--- src/stanley_steering_law_defines.svh ---
// Assertion macros for the Stanley steering law block.
`ifndef STANLEY_STEERING_LAW_DEFINES_SVH
`define STANLEY_STEERING_LAW_DEFINES_SVH

// Same-cycle implication, sampled on clk, off while rst_n is low
`define SSL_ASSERT_IMPL(lbl, ante, cons, msg) \
  lbl: assert property (@(posedge clk) disable iff (!rst_n) (ante) |-> (cons)) \
    else $error(msg);

// Next-cycle implication, sampled on clk, off while rst_n is low
`define SSL_ASSERT_NEXT(lbl, ante, cons, msg) \
  lbl: assert property (@(posedge clk) disable iff (!rst_n) (ante) |=> (cons)) \
    else $error(msg);

`endif

--- src/ssl_pkg.sv ---
// Shared types, constants and the arctangent table of the Stanley steering law.
package ssl_pkg;

  // Datapath widths
  localparam int KE_W   = 25;  // |gain * lateral error|, Q8 mm/s
  localparam int SPD_W  = 24;  // speed << 8
  localparam int XY_W   = 28;  // CORDIC x and y
  localparam int Z_W    = 22;  // CORDIC angle accumulator, Q20
  localparam int LATE_W = 14;  // signed lateral term, Q12
  localparam int MAG_W  = 20;  // column magnitude before clamping

  localparam logic [12:0]        QUARTER_TURN  = 13'd6434;    // pi/2 in Q12
  localparam logic signed [16:0] WHEEL_LIMIT   = 17'sd24576;
  localparam logic [21:0]        DEG16_PER_RAD = 22'd3754936; // 16*180/pi, Q12

  // Configuration register indexes
  typedef enum logic [2:0] {
    CFG_GAIN_K           = 3'd0,
    CFG_LATERAL_DEADBAND = 3'd1,
    CFG_DOMINANCE_RATIO  = 3'd2,
    CFG_GEAR_RATIO_LEFT  = 3'd3,
    CFG_GEAR_RATIO_RIGHT = 3'd4,
    CFG_LIMIT_LEFT       = 3'd5,
    CFG_LIMIT_RIGHT      = 3'd6
  } cfg_idx_t;

  typedef struct packed {
    logic [9:0]  gain_k;
    logic [9:0]  lateral_deadband;
    logic [15:0] dominance_ratio;
    logic [13:0] gear_ratio_left;
    logic [13:0] gear_ratio_right;
    logic [13:0] limit_left;
    logic [13:0] limit_right;
  } cfg_t;

  localparam cfg_t CFG_RESET = '{
    gain_k:           10'd77,
    lateral_deadband: 10'd1,
    dominance_ratio:  16'd1000,
    gear_ratio_left:  14'd4096,
    gear_ratio_right: 14'd4096,
    limit_left:       14'd8000,
    limit_right:      14'd8000
  };

  // One request in flight through the angle datapath
  typedef struct packed {
    logic signed [XY_W-1:0] x;
    logic signed [XY_W-1:0] y;
    logic signed [Z_W-1:0]  z;
    logic                   forced;   // lateral term fixed, CORDIC result unused
    logic                   quarter;  // forced value is a quarter turn, else zero
    logic                   neg;      // lateral error below zero
    logic signed [15:0]     head;
  } cordic_t;

  // atan(2^-i) in Q20 radians
  function automatic logic [19:0] atan_q20(input logic [4:0] idx);
    logic [19:0] val;
    case (idx)
      5'd0:    val = 20'd823550;
      5'd1:    val = 20'd486170;
      5'd2:    val = 20'd256879;
      5'd3:    val = 20'd130396;
      5'd4:    val = 20'd65451;
      5'd5:    val = 20'd32757;
      5'd6:    val = 20'd16383;
      5'd7:    val = 20'd8192;
      5'd8:    val = 20'd4096;
      5'd9:    val = 20'd2048;
      5'd10:   val = 20'd1024;
      5'd11:   val = 20'd512;
      5'd12:   val = 20'd256;
      5'd13:   val = 20'd128;
      5'd14:   val = 20'd64;
      5'd15:   val = 20'd32;
      5'd16:   val = 20'd16;
      5'd17:   val = 20'd8;
      5'd18:   val = 20'd4;
      5'd19:   val = 20'd2;
      default: val = 20'd0;
    endcase
    return val;
  endfunction

endpackage

--- src/ssl_wheel.sv ---
// Lateral term from the CORDIC angle, then wheel angle with saturation.
module ssl_wheel (
  input  logic                  clk,
  input  logic                  rst_n,
  input  logic                  en,
  input  logic                  in_valid,
  input  ssl_pkg::cordic_t      in_data,
  output logic                  out_valid,
  output logic signed [15:0]    wheel_q12
);

  // Stage 1: round Q20 to Q12, cap at a quarter turn, apply sign
  logic                               w1_v_r;
  logic signed [ssl_pkg::LATE_W-1:0]  w1_late_r;
  logic signed [15:0]                 w1_head_r;
  logic signed [ssl_pkg::LATE_W-1:0]  late_nxt;
  logic [ssl_pkg::Z_W-1:0]            z_pos;
  logic [ssl_pkg::Z_W-1:0]            z_rnd;
  logic [13:0]                        z_q12;
  logic [12:0]                        mag;

  always_comb begin
    z_pos = in_data.z[ssl_pkg::Z_W-1] ? '0 : in_data.z;
    z_rnd = z_pos + 22'd128;
    z_q12 = z_rnd[ssl_pkg::Z_W-1:8];
    if (in_data.forced) begin
      mag = in_data.quarter ? ssl_pkg::QUARTER_TURN : 13'd0;
    end else if (z_q12 > {1'b0, ssl_pkg::QUARTER_TURN}) begin
      mag = ssl_pkg::QUARTER_TURN;
    end else begin
      mag = z_q12[12:0];
    end
    late_nxt = in_data.neg ? -$signed({1'b0, mag}) : $signed({1'b0, mag});
  end

  always_ff @(posedge clk) begin
    if (!rst_n) begin
      w1_v_r <= 1'b0;
    end else if (en) begin
      w1_v_r <= in_valid;
    end
  end

  always_ff @(posedge clk) begin
    if (en) begin
      w1_late_r <= late_nxt;
      w1_head_r <= in_data.head;
    end
  end

  // Stage 2: heading plus lateral term, saturated
  logic                 w2_v_r;
  logic signed [15:0]   w2_wheel_r;
  logic signed [16:0]   sum;
  logic signed [15:0]   wheel_nxt;

  always_comb begin
    sum = {w1_head_r[15], w1_head_r} + {{3{w1_late_r[ssl_pkg::LATE_W-1]}}, w1_late_r};
    if (sum > ssl_pkg::WHEEL_LIMIT) begin
      wheel_nxt = 16'(ssl_pkg::WHEEL_LIMIT);
    end else if (sum < -ssl_pkg::WHEEL_LIMIT) begin
      wheel_nxt = 16'(-ssl_pkg::WHEEL_LIMIT);
    end else begin
      wheel_nxt = sum[15:0];
    end
  end

  always_ff @(posedge clk) begin
    if (!rst_n) begin
      w2_v_r <= 1'b0;
    end else if (en) begin
      w2_v_r <= w1_v_r;
    end
  end

  always_ff @(posedge clk) begin
    if (en) begin
      w2_wheel_r <= wheel_nxt;
    end
  end

  assign out_valid = w2_v_r;
  assign wheel_q12 = w2_wheel_r;

endmodule

--- config.mk ---
export PLATFORM = sky130hd
export DESIGN_NAME = ssl_wheel
export DESIGN_NICKNAME = d
export VERILOG_FILES = /design/src/stanley_steering_law_defines.svh /design/src/ssl_pkg.sv /design/src/ssl_wheel.sv
export SDC_FILE = /design/constraint.sdc
export NUM_CORES = 1
export LEC_CHECK = 0
export ABC_CLOCK_PERIOD_IN_PS = 3600
export BUFFER_PORTS_ARGS = -buffer_cell sky130_fd_sc_hd__buf_2
export CAP_MARGIN = 20
export CORE_UTILIZATION = 46
export DETAILED_ROUTE_END_ITERATION = 10
export PLACE_DENSITY_LB_ADDON = 0.1
export SKIP_CTS_REPAIR_TIMING = 1
export SLEW_MARGIN = 20
export SYNTH_ARGS = -nofsm -noshare
export SYNTH_HDL_FRONTEND = slang
export SYNTH_SLANG_ARGS = --single-unit
export TNS_END_PERCENT = 20
--- constraint.sdc ---
create_clock -name clk -period 3.6 [get_ports clk]
set_input_delay 0.18 -clock clk [delete_from_list [all_inputs] [get_ports clk]]
set_output_delay 0.18 -clock clk [all_outputs]
set_load 0.05 [all_outputs]
==> flow_metrics.tcl, run 1 <==
set metrics [dict create \
    wire_per_inst_um 14.6 \
    slew-limit-headroom_pct 30.1 \
    firstDrtPassIters 4 \
    worstSetupStartpointType "register" \
    placedCellCount 506 \
    die_height_um 89.6 \
    num_io_pins 118 \
    hold_depth 1 \
    setup_viol 0 \
    seq_power_share_pct 39.2 \
    rrSetupSlack_ns 0.13 \
    synth-seq-area-share_pct 40.3 \
    clockBufferDepth 2 \
    holdPathEnd "w1_head_r[11]" \
    tightest_slew_ns 1.05 \
    grt_usage_pct 19.9 \
    rsz0062_at_grt "false" \
    hold_path.class "in2reg" \
    syn-cell-area_um2 3530 \
    fin_area_um2 4120 \
    clock_skew_ns 0.0135 \
    path_clk_slew_ns 0.10 \
    route.detailed.drc 0 \
    fill_cells 673 \
    port_buffers 54 \
    arrival_ns 3.51 \
    syn_inst 345 \
    avgSynthCellArea_um2 10.2 \
    grt_overflow_total 0 \
    cts_tree "built" \
    ant_nets 0 \
    grt_pass1_wl_um 12400 \
    hold_violations 0 \
    drive_above_1_share_pct 24.3 \
    nets 534 \
    synth-edff-count 46 \
    cts-root-buf "clkbuf_8" \
    area_growth_syn_to_layout_pct 16.9 \
    num_vias 2963 \
    swShare_pct 36.5 \
    pwr-share-clk_pct 20.8 \
    crit_required_ns 3.65 \
    path_class "reg2reg" \
    worst_ir_drop_vdd_mv 0.192 \
    cts_sinks 48 \
    hpwl_um 5900 \
    die_area_um2 8020 \
    r2r_start "w1_late_r[0]" \
    ff2ff_path_depth 11 \
    finalCritPeriodShare_pct 96.3 \
    grt_busiest_layer "met2" \
    gp_routability_congestion 0.842 \
    maxSlewViolCount 0 \
    setup_tns_ns 0 \
    cp_max_fo 13 \
    grt_pass1_vias 2666 \
    synthFlopType "edfxtp_1" \
    yosys_warnings 0 \
    hold_ws_ns 0.0463 \
    antenna_found_initial 0 \
    run_status "finished clean" \
    met1_usage_pct 27.0 \
    synthArstFlopShare_pct 0 \
    clock_latency_ns 0.30 \
    drt-total-wl_um 7520 \
    synth-seq-cells 48 \
    drtIter0Drc 78 \
    reg2reg_to "wheel_q12[9]" \
    synth_nets 465 \
    dieWidth_um 89.6 \
    placed_area_um2 4000 \
    fin_util_pct 56.2 \
    cts.htree.levels 2 \
    fmax_mhz 289 \
    instances_no_fill 514 \
    place_ws_ns 0.0418 \
    met3_usage_pct 2.22 \
    synthDistinctLibCells 80 \
    internal_power_mw 1.19 \
    power_mw 1.87 \
    use_met2_pct 34.0 \
    grt_max_degree 49 \
    diodes 0 \
    via_per_inst 5.76 \
    setup_slack_ns 0.135 \
    p_comb_share_pct 39.9 \
    core_area_um2 7330 \
    cts_buffers 5 \
    rows 31 \
    p_leak_nw 1.59 \
    power.switching_uw 682 \
    min_period_ns 3.47 \
    p_per_area_nw_per_um2 454 \
    drv_cap 0 \
    min_from "in_data[11]" \
    initial_utilization_pct 48.1 \
    worstSetupEndpointType "register" \
]
-- sequential cells by signal, summed over array words and instances, names as in the netlist --
signal and count:
w1_v_r 1, out_valid 1, w1_late_r 14, w1_head_r 16
wheel_q12 16
-- how the worst max path moves through the flow --
stage            startpoint            end  slack (ns)  cells past startpoint
2_1_floorplan  w1_late_r[0]  wheel_q12[12]        0.24                     11
3_3_place_gp   w1_late_r[0]   wheel_q12[0]        0.09                     11
3_5_place_dp   w1_late_r[0]   wheel_q12[9]        0.04                     11
4_1_cts        w1_late_r[0]   wheel_q12[9]        0.02                     11
5_1_grt        w1_late_r[0]   wheel_q12[9]       0.006                     11
6_report       w1_late_r[0]   wheel_q12[9]        0.13                     11
-- power by group through the flow --
stage,logic (mW),clock network (mW),registers [mW]
finish,0.747,0.390,0.735
global placement,0.726,0,0.748
floorplan,0.416,0,0.885
detailed placement,0.737,0,0.749
global route,0.818,0.419,0.747
CTS,0.742,0.396,0.736
-- kinds of logic after synthesis --
family,Yosys count,share of synthesized area (%)
fa+ha+maj,20,7.24
buf+inv,19,2.31
compound gates,114,24.3
xor+xnor,22,5.46
flops,48,40.3
mux,7,2.16
simple gates,115,18.2
-- worst max-delay path, cell delays in order, from the launching register on --
cell and delay, ns:
edfxtp_1 0.38, ha_1 0.25, fa_1 0.45, a211oi_2 0.30, o21ai_2 0.13, a2111o_1 0.41, a31o_2 0.26, o211a_1 0.23
or3_1 0.37, o21ai_1 0.13, buf_4 0.20, a21boi_0 0.11
-- cells in the mapped netlist, drive strengths merged, types with 4 or more instances --
cell / count / area share, %
a21oi: 27 / 3.9
nor2b: 11 / 2.0
edfxtp: 46 / 39
mux2i: 5 / 1.4
xnor2: 10 / 2.5
or2: 4 / 0.71
ha: 18 / 6.4
nand2: 20 / 2.1
nor2: 21 / 2.3
a21boi: 5 / 1.1
a211oi: 7 / 1.5
or3: 5 / 0.89
nand4: 6 / 1.1
nand3: 7 / 1.3
o211ai: 7 / 1.5
o21a: 8 / 1.7
nor3: 14 / 2.3
buf: 4 / 0.71
nor4: 9 / 1.8
xor2: 12 / 3.0
inv: 11 / 1.2
o21ai: 14 / 2.1
-- cell usage in the layout, fill, tap and decap left out, types with 11 or more instances in the layout --
cell type,synthesis,layout
xor2_1,12,12
buf_2,2,54
nand2_1,20,20
inv_1,11,11
edfxtp_1,46,46
nor2b_1,11,11
buf_4,2,15
a21oi_1,26,26
nor2_1,20,20
nor3_1,13,13
ha_1,18,18
-- area by class of cell --
type                    instances  area [µm²]  area share (%)
clock buffers                   5        68.8            1.67
clock inverters                 3        47.5            1.15
inverters                      12        45.0            1.09
multi-input cells             278        2030            49.3
flip-flops and latches         48        1420            34.5
well taps                      99         124            3.01
repair buffers                 69         383            9.29
-- per-layer routing --
layer	vias up	wire (µm)
met1	1406	3540
met4	0	29
met3	2	271
met5	-	0
li1	1502	-
met2	53	3670
(Power assumes the default switching activity.)
==> run 2, diff against run 1 <==
PLACE_DENSITY_LB_ADDON = 0.15   (was 0.1)
==> flow_metrics.tcl, run 2 (same netlist as run 1, synthesis figures left out) <==
set metrics [dict create \
    run_status "finished clean" \
    num_io_pins 118 \
    p_leak_nw 1.58 \
    cts_sinks 48 \
    placed_area_um2 4000 \
    min_period_ns 3.44 \
    cp_max_fo 13 \
    grt_usage_pct 18.8 \
    port_buffers 54 \
    grt_max_degree 49 \
    seq_area_um2 1420 \
    tightest_slew_ns 1.01 \
    hpwl_um 5740 \
    fin_area_um2 4100 \
    met1_usage_pct 25.0 \
    cp_slowest_cell "fa_1" \
    critPathMaxStageDelay_ns 0.43 \
    setup_slack_ns 0.157 \
    worst_ir_drop_vdd_mv 0.178 \
    num_vias 2942 \
    critical_path.top_delay_family "compound AO/OA/AOI/OAI gates" \
    antenna_found_initial 0 \
    path_clk_slew_ns 0.10 \
    drv_cap 0 \
    gp_routability_congestion 0.846 \
    dieWidth_um 89.6 \
    clockBufferDepth 2 \
    grt_overflow_total 0 \
    met3_usage_pct 2.49 \
    multi_input_area_um2 2030 \
    grt_pass1_wl_um 11600 \
    crit_required_ns 3.64 \
    rows 31 \
    diodes 0 \
    grt_pass1_vias 2500 \
    hold_violations 0 \
    firstDrtPassIters 5 \
    route.detailed.drc 0 \
    cts-root-buf "clkbuf_8" \
    cts_buffers 5 \
    final_common_cell "buf_2" \
    crit_start "w1_late_r[0]" \
    nets 534 \
    cp_num_buf_inv 1 \
    path_class "reg2reg" \
    grt_busiest_layer "met2" \
    clock_skew_ns 0.0128 \
    initial_utilization_pct 48.1 \
    maxSlewViolCount 0 \
    worstSetupStartpointType "register" \
    r2r_start "w1_late_r[0]" \
    core_area_um2 7330 \
    cp_cell_sequence "ha_1 -> fa_1 -> a211oi_2 -> o21ai_2 -> a2111o_1 -> a31o_2 -> o211a_1 -> or3_1 -> o21ai_1 -> buf_4 -> a21boi_0" \
    cts_tree "built" \
    die_area_um2 8020 \
    fmax_mhz 290 \
    drive_above_1_share_pct 24.3 \
    worstSetupEndpointType "register" \
    fill_cells 677 \
    setup_viol 0 \
    slew-limit-headroom_pct 32.8 \
    min_from "in_data[15]" \
    p_per_area_nw_per_um2 441 \
    via_per_inst 5.72 \
    place_ws_ns 0.0799 \
    hold_path.class "in2reg" \
    finalCritPeriodShare_pct 95.7 \
    use_met2_pct 32.2 \
    clock_latency_ns 0.30 \
    arrival_ns 3.49 \
    drtIter0Drc 122 \
    wire_per_inst_um 14.2 \
    layout_common_cells "54 x buf_2, 46 x edfxtp_1, 26 x a21oi_1, 20 x nor2_1, 20 x nand2_1" \
    die_height_um 89.6 \
    drt-total-wl_um 7280 \
    area_growth_syn_to_layout_pct 16.3 \
    ant_nets 0 \
    cts.htree.levels 2 \
]
## run 2: cell count changes in the layout (fill, tap and decap cells not counted)
cell / previous run / this run
bufinv_16: 1 / 0
clkinv_4: 2 / 1
inv_6: 0 / 2
## run 2: routing by layer
metal | wire length (µm) | vias to the layer above
met5 | 0 | -
met4 | 54 | 0
met3 | 238 | 5
met2 | 3600 | 61
met1 | 3390 | 1371
li1 | - | 1505
## run 2: path summary, 6_finish.rpt
kind	to	cells after the start	slack, ns
max	wheel_q12[0]	11	0.16
min	w1_head_r[15]	1	0.04
max reg2reg	wheel_q12[0]	11	0.16
min reg2reg	out_valid	2	0.53
## run 2: final cells by class
cell class | instances | share of cell area (%)
Clock buffer | 5 | 1.68
Clock inverter | 3 | 0.641
Inverter | 12 | 1.10
Multi-Input combinational cell | 278 | 49.6
Sequential cell | 48 | 34.7
Tap cell | 99 | 3.02
Timing Repair Buffer | 69 | 9.34
## run 2: power breakdown
group          internal, mW  switching (mW)
sequential            0.713          0.0222
combinational         0.266           0.475
clock                 0.143           0.187
total                  1.12           0.684
## run 2: stage by stage
stage / power (mW) / utilization [%] / instances / hold WS, ns / setup TNS [ns]
2_1_floorplan: 1.30 / - / 345 / 0.279 / 0
3_3_place_gp: 1.47 / 54.5 / 506 / 0.356 / 0
3_5_place_dp: 1.48 / 54.5 / 506 / 0.359 / 0
4_1_cts: 1.81 / 55.8 / 514 / 0.0358 / 0
5_1_grt: 1.92 / 55.9 / 514 / 0.0286 / -0.0371
6_report: 1.81 / 55.9 / 514 / 0.0449 / 0
## run 2: worst reg2reg max path: cells and delay by family (launching register included)
kind / cells / cell delay [ns]
AO/OA/AOI/OAI: 7 / 1.58
adder cells (fa/ha/maj): 2 / 0.69
buffers and inverters: 1 / 0.19
flip-flops: 1 / 0.38
AND/OR/NAND/NOR: 1 / 0.37
==> run 3, diff against run 2 <==
CORE_ASPECT_RATIO = 0.6   (was unset)
CORE_MARGIN = 2   (was unset)
==> flow_metrics.tcl, run 3 (same netlist as run 1, synthesis figures left out) <==
set metrics [dict create \
    run_status "finished clean" \
    cp_slowest_cell "a2111o_1" \
    min_from "in_data[9]" \
    firstDrtPassIters 5 \
    hpwl_um 6970 \
    p_leak_nw 1.65 \
    dieWidth_um 117 \
    cts_tree "built" \
    clock_skew_ns 0.00472 \
    seq_area_um2 1420 \
    num_io_pins 118 \
    core_area_um2 7360 \
    tightest_slew_ns 0.974 \
    hold_depth 1 \
    rsz0062_at_grt "false" \
    path_clk_slew_ns 0.06 \
    crit_top_cell "o21ai_1" \
    pwr-share-clk_pct 25.3 \
    layout_common_cells "54 x buf_2, 46 x edfxtp_1, 26 x a21oi_1, 21 x buf_4" \
    r2r_start "w1_late_r[0]" \
    power.switching_uw 711 \
    cts_buffers 5 \
    fmax_mhz 293 \
    worst_ir_drop_vdd_mv 0.223 \
    die_height_um 71.8 \
    port_buffers 54 \
    min_period_ns 3.41 \
    cts_sinks 48 \
    cp_num_buf_inv 1 \
    ff2ff_path_depth 11 \
    drtIter0Drc 301 \
    seq_power_share_pct 36.4 \
    worstSetupStartpointType "register" \
    cp_max_fo 13 \
    path_class "reg2reg" \
    maxSlewViolCount 0 \
    hold_violations 0 \
    grt_pass1_wl_um 14300 \
    initial_utilization_pct 47.9 \
    cp_cell_sequence "ha_1 -> fa_2 -> a211oi_2 -> o21ai_1 -> a2111o_1 -> a31o_2 -> o211a_1 -> or3_1 -> o21ai_1 -> buf_4 -> a21boi_0" \
    final_common_cell "buf_2" \
    num_vias 3062 \
    setup_viol 0 \
    cts.htree.levels 2 \
    rrSetupSlack_ns 0.19 \
    grt_usage_pct 22.4 \
    finalCritPeriodShare_pct 94.8 \
    swShare_pct 35.1 \
    fill_cells 617 \
    cts-root-buf "clkbuf_16" \
    grt_pass1_vias 2778 \
    antenna_found_initial 0 \
    gp_routability_congestion 0.965 \
    drive_above_1_share_pct 25.4 \
    diodes 0 \
    grt_max_degree 49 \
    area_growth_syn_to_layout_pct 20.2 \
    grt_overflow_total 0 \
    instances_no_fill 526 \
    arrival_ns 3.44 \
    placedCellCount 517 \
    critical_path.top_delay_family "compound AO/OA/AOI/OAI gates" \
    internal_power_mw 1.32 \
    clock_latency_ns 0.29 \
    via_per_inst 5.82 \
    multi_input_area_um2 2030 \
    critPathMaxStageDelay_ns 0.43 \
    rows 24 \
    drv_cap 0 \
    holdPathEnd "w1_head_r[9]" \
    setup_tns_ns 0 \
    worstSetupEndpointType "register" \
    crit_required_ns 3.63 \
    reg2reg_to "wheel_q12[12]" \
    slew-limit-headroom_pct 34.1 \
    route.detailed.drc 0 \
    die_area_um2 8400 \
    p_comb_share_pct 38.3 \
    hold_path.class "in2reg" \
    nets 541 \
    clockBufferDepth 2 \
    p_per_area_nw_per_um2 479 \
    drt-total-wl_um 8780 \
    wire_per_inst_um 16.7 \
    ant_nets 0 \
]
run 3: metrics by stage:
stage	utilization (%)	power, mW	setup slack, ns	area, µm²	hold WS, ns
finish	57.6	2.03	0.186	4240	0.0649
global route	57.6	2.16	0.0547	4240	0.0542
CTS	57.2	2.04	0.0413	4210	0.0558
detailed placement	55.0	1.51	0.112	4050	0.358
global placement	55.0	1.50	0.138	4050	0.357
floorplan	-	1.30	0.243	3530	0.279
run 3: area by class of cell:
| cell class | instances | share of cell area (%) |
|---|---|---|
| repair buffers | 76 | 10.6 |
| clock inverters | 2 | 0.826 |
| multi-input cells | 278 | 47.9 |
| clock buffers | 6 | 3.04 |
| inverters | 12 | 1.06 |
| well taps | 104 | 3.07 |
| flip-flops and latches | 48 | 33.5 |
run 3: worst max path at each step:
stage,end,slack (ns),cells after the start,startpoint
after floorplan,wheel_q12[12],0.24,11,w1_late_r[0]
after global placement,w1_late_r[10],0.14,14,in_data[26]
after detailed placement,wheel_q12[0],0.11,11,w1_late_r[0]
after CTS,wheel_q12[12],0.04,11,w1_late_r[0]
after global routing,wheel_q12[0],0.05,11,w1_head_r[0]
final,wheel_q12[12],0.19,11,w1_late_r[0]
run 3: worst reg2reg max path: cells and delay by family (launching register included):
kind            cells  cell delay [ns]
compound gates      7             1.55
buf+inv             1             0.19
simple gates        1             0.37
flops               1             0.40
fa+ha+maj           2             0.64
run 3: power groups by stage:
stage          registers (mW)  logic (mW)  clock network [mW]
3_3_place_gp            0.749       0.749                   0
5_1_grt                 0.746       0.857               0.554
3_5_place_dp            0.750       0.764                   0
6_report                0.739       0.777               0.513
4_1_cts                 0.740       0.767               0.529
2_1_floorplan           0.885       0.416                   0
run 3: per-layer routing:
layer	global-route usage, %	wire [µm]
met1	37.0	4680
met2	28.9	3270
met3	6.68	800
met5	0	0
met4	2.48	29
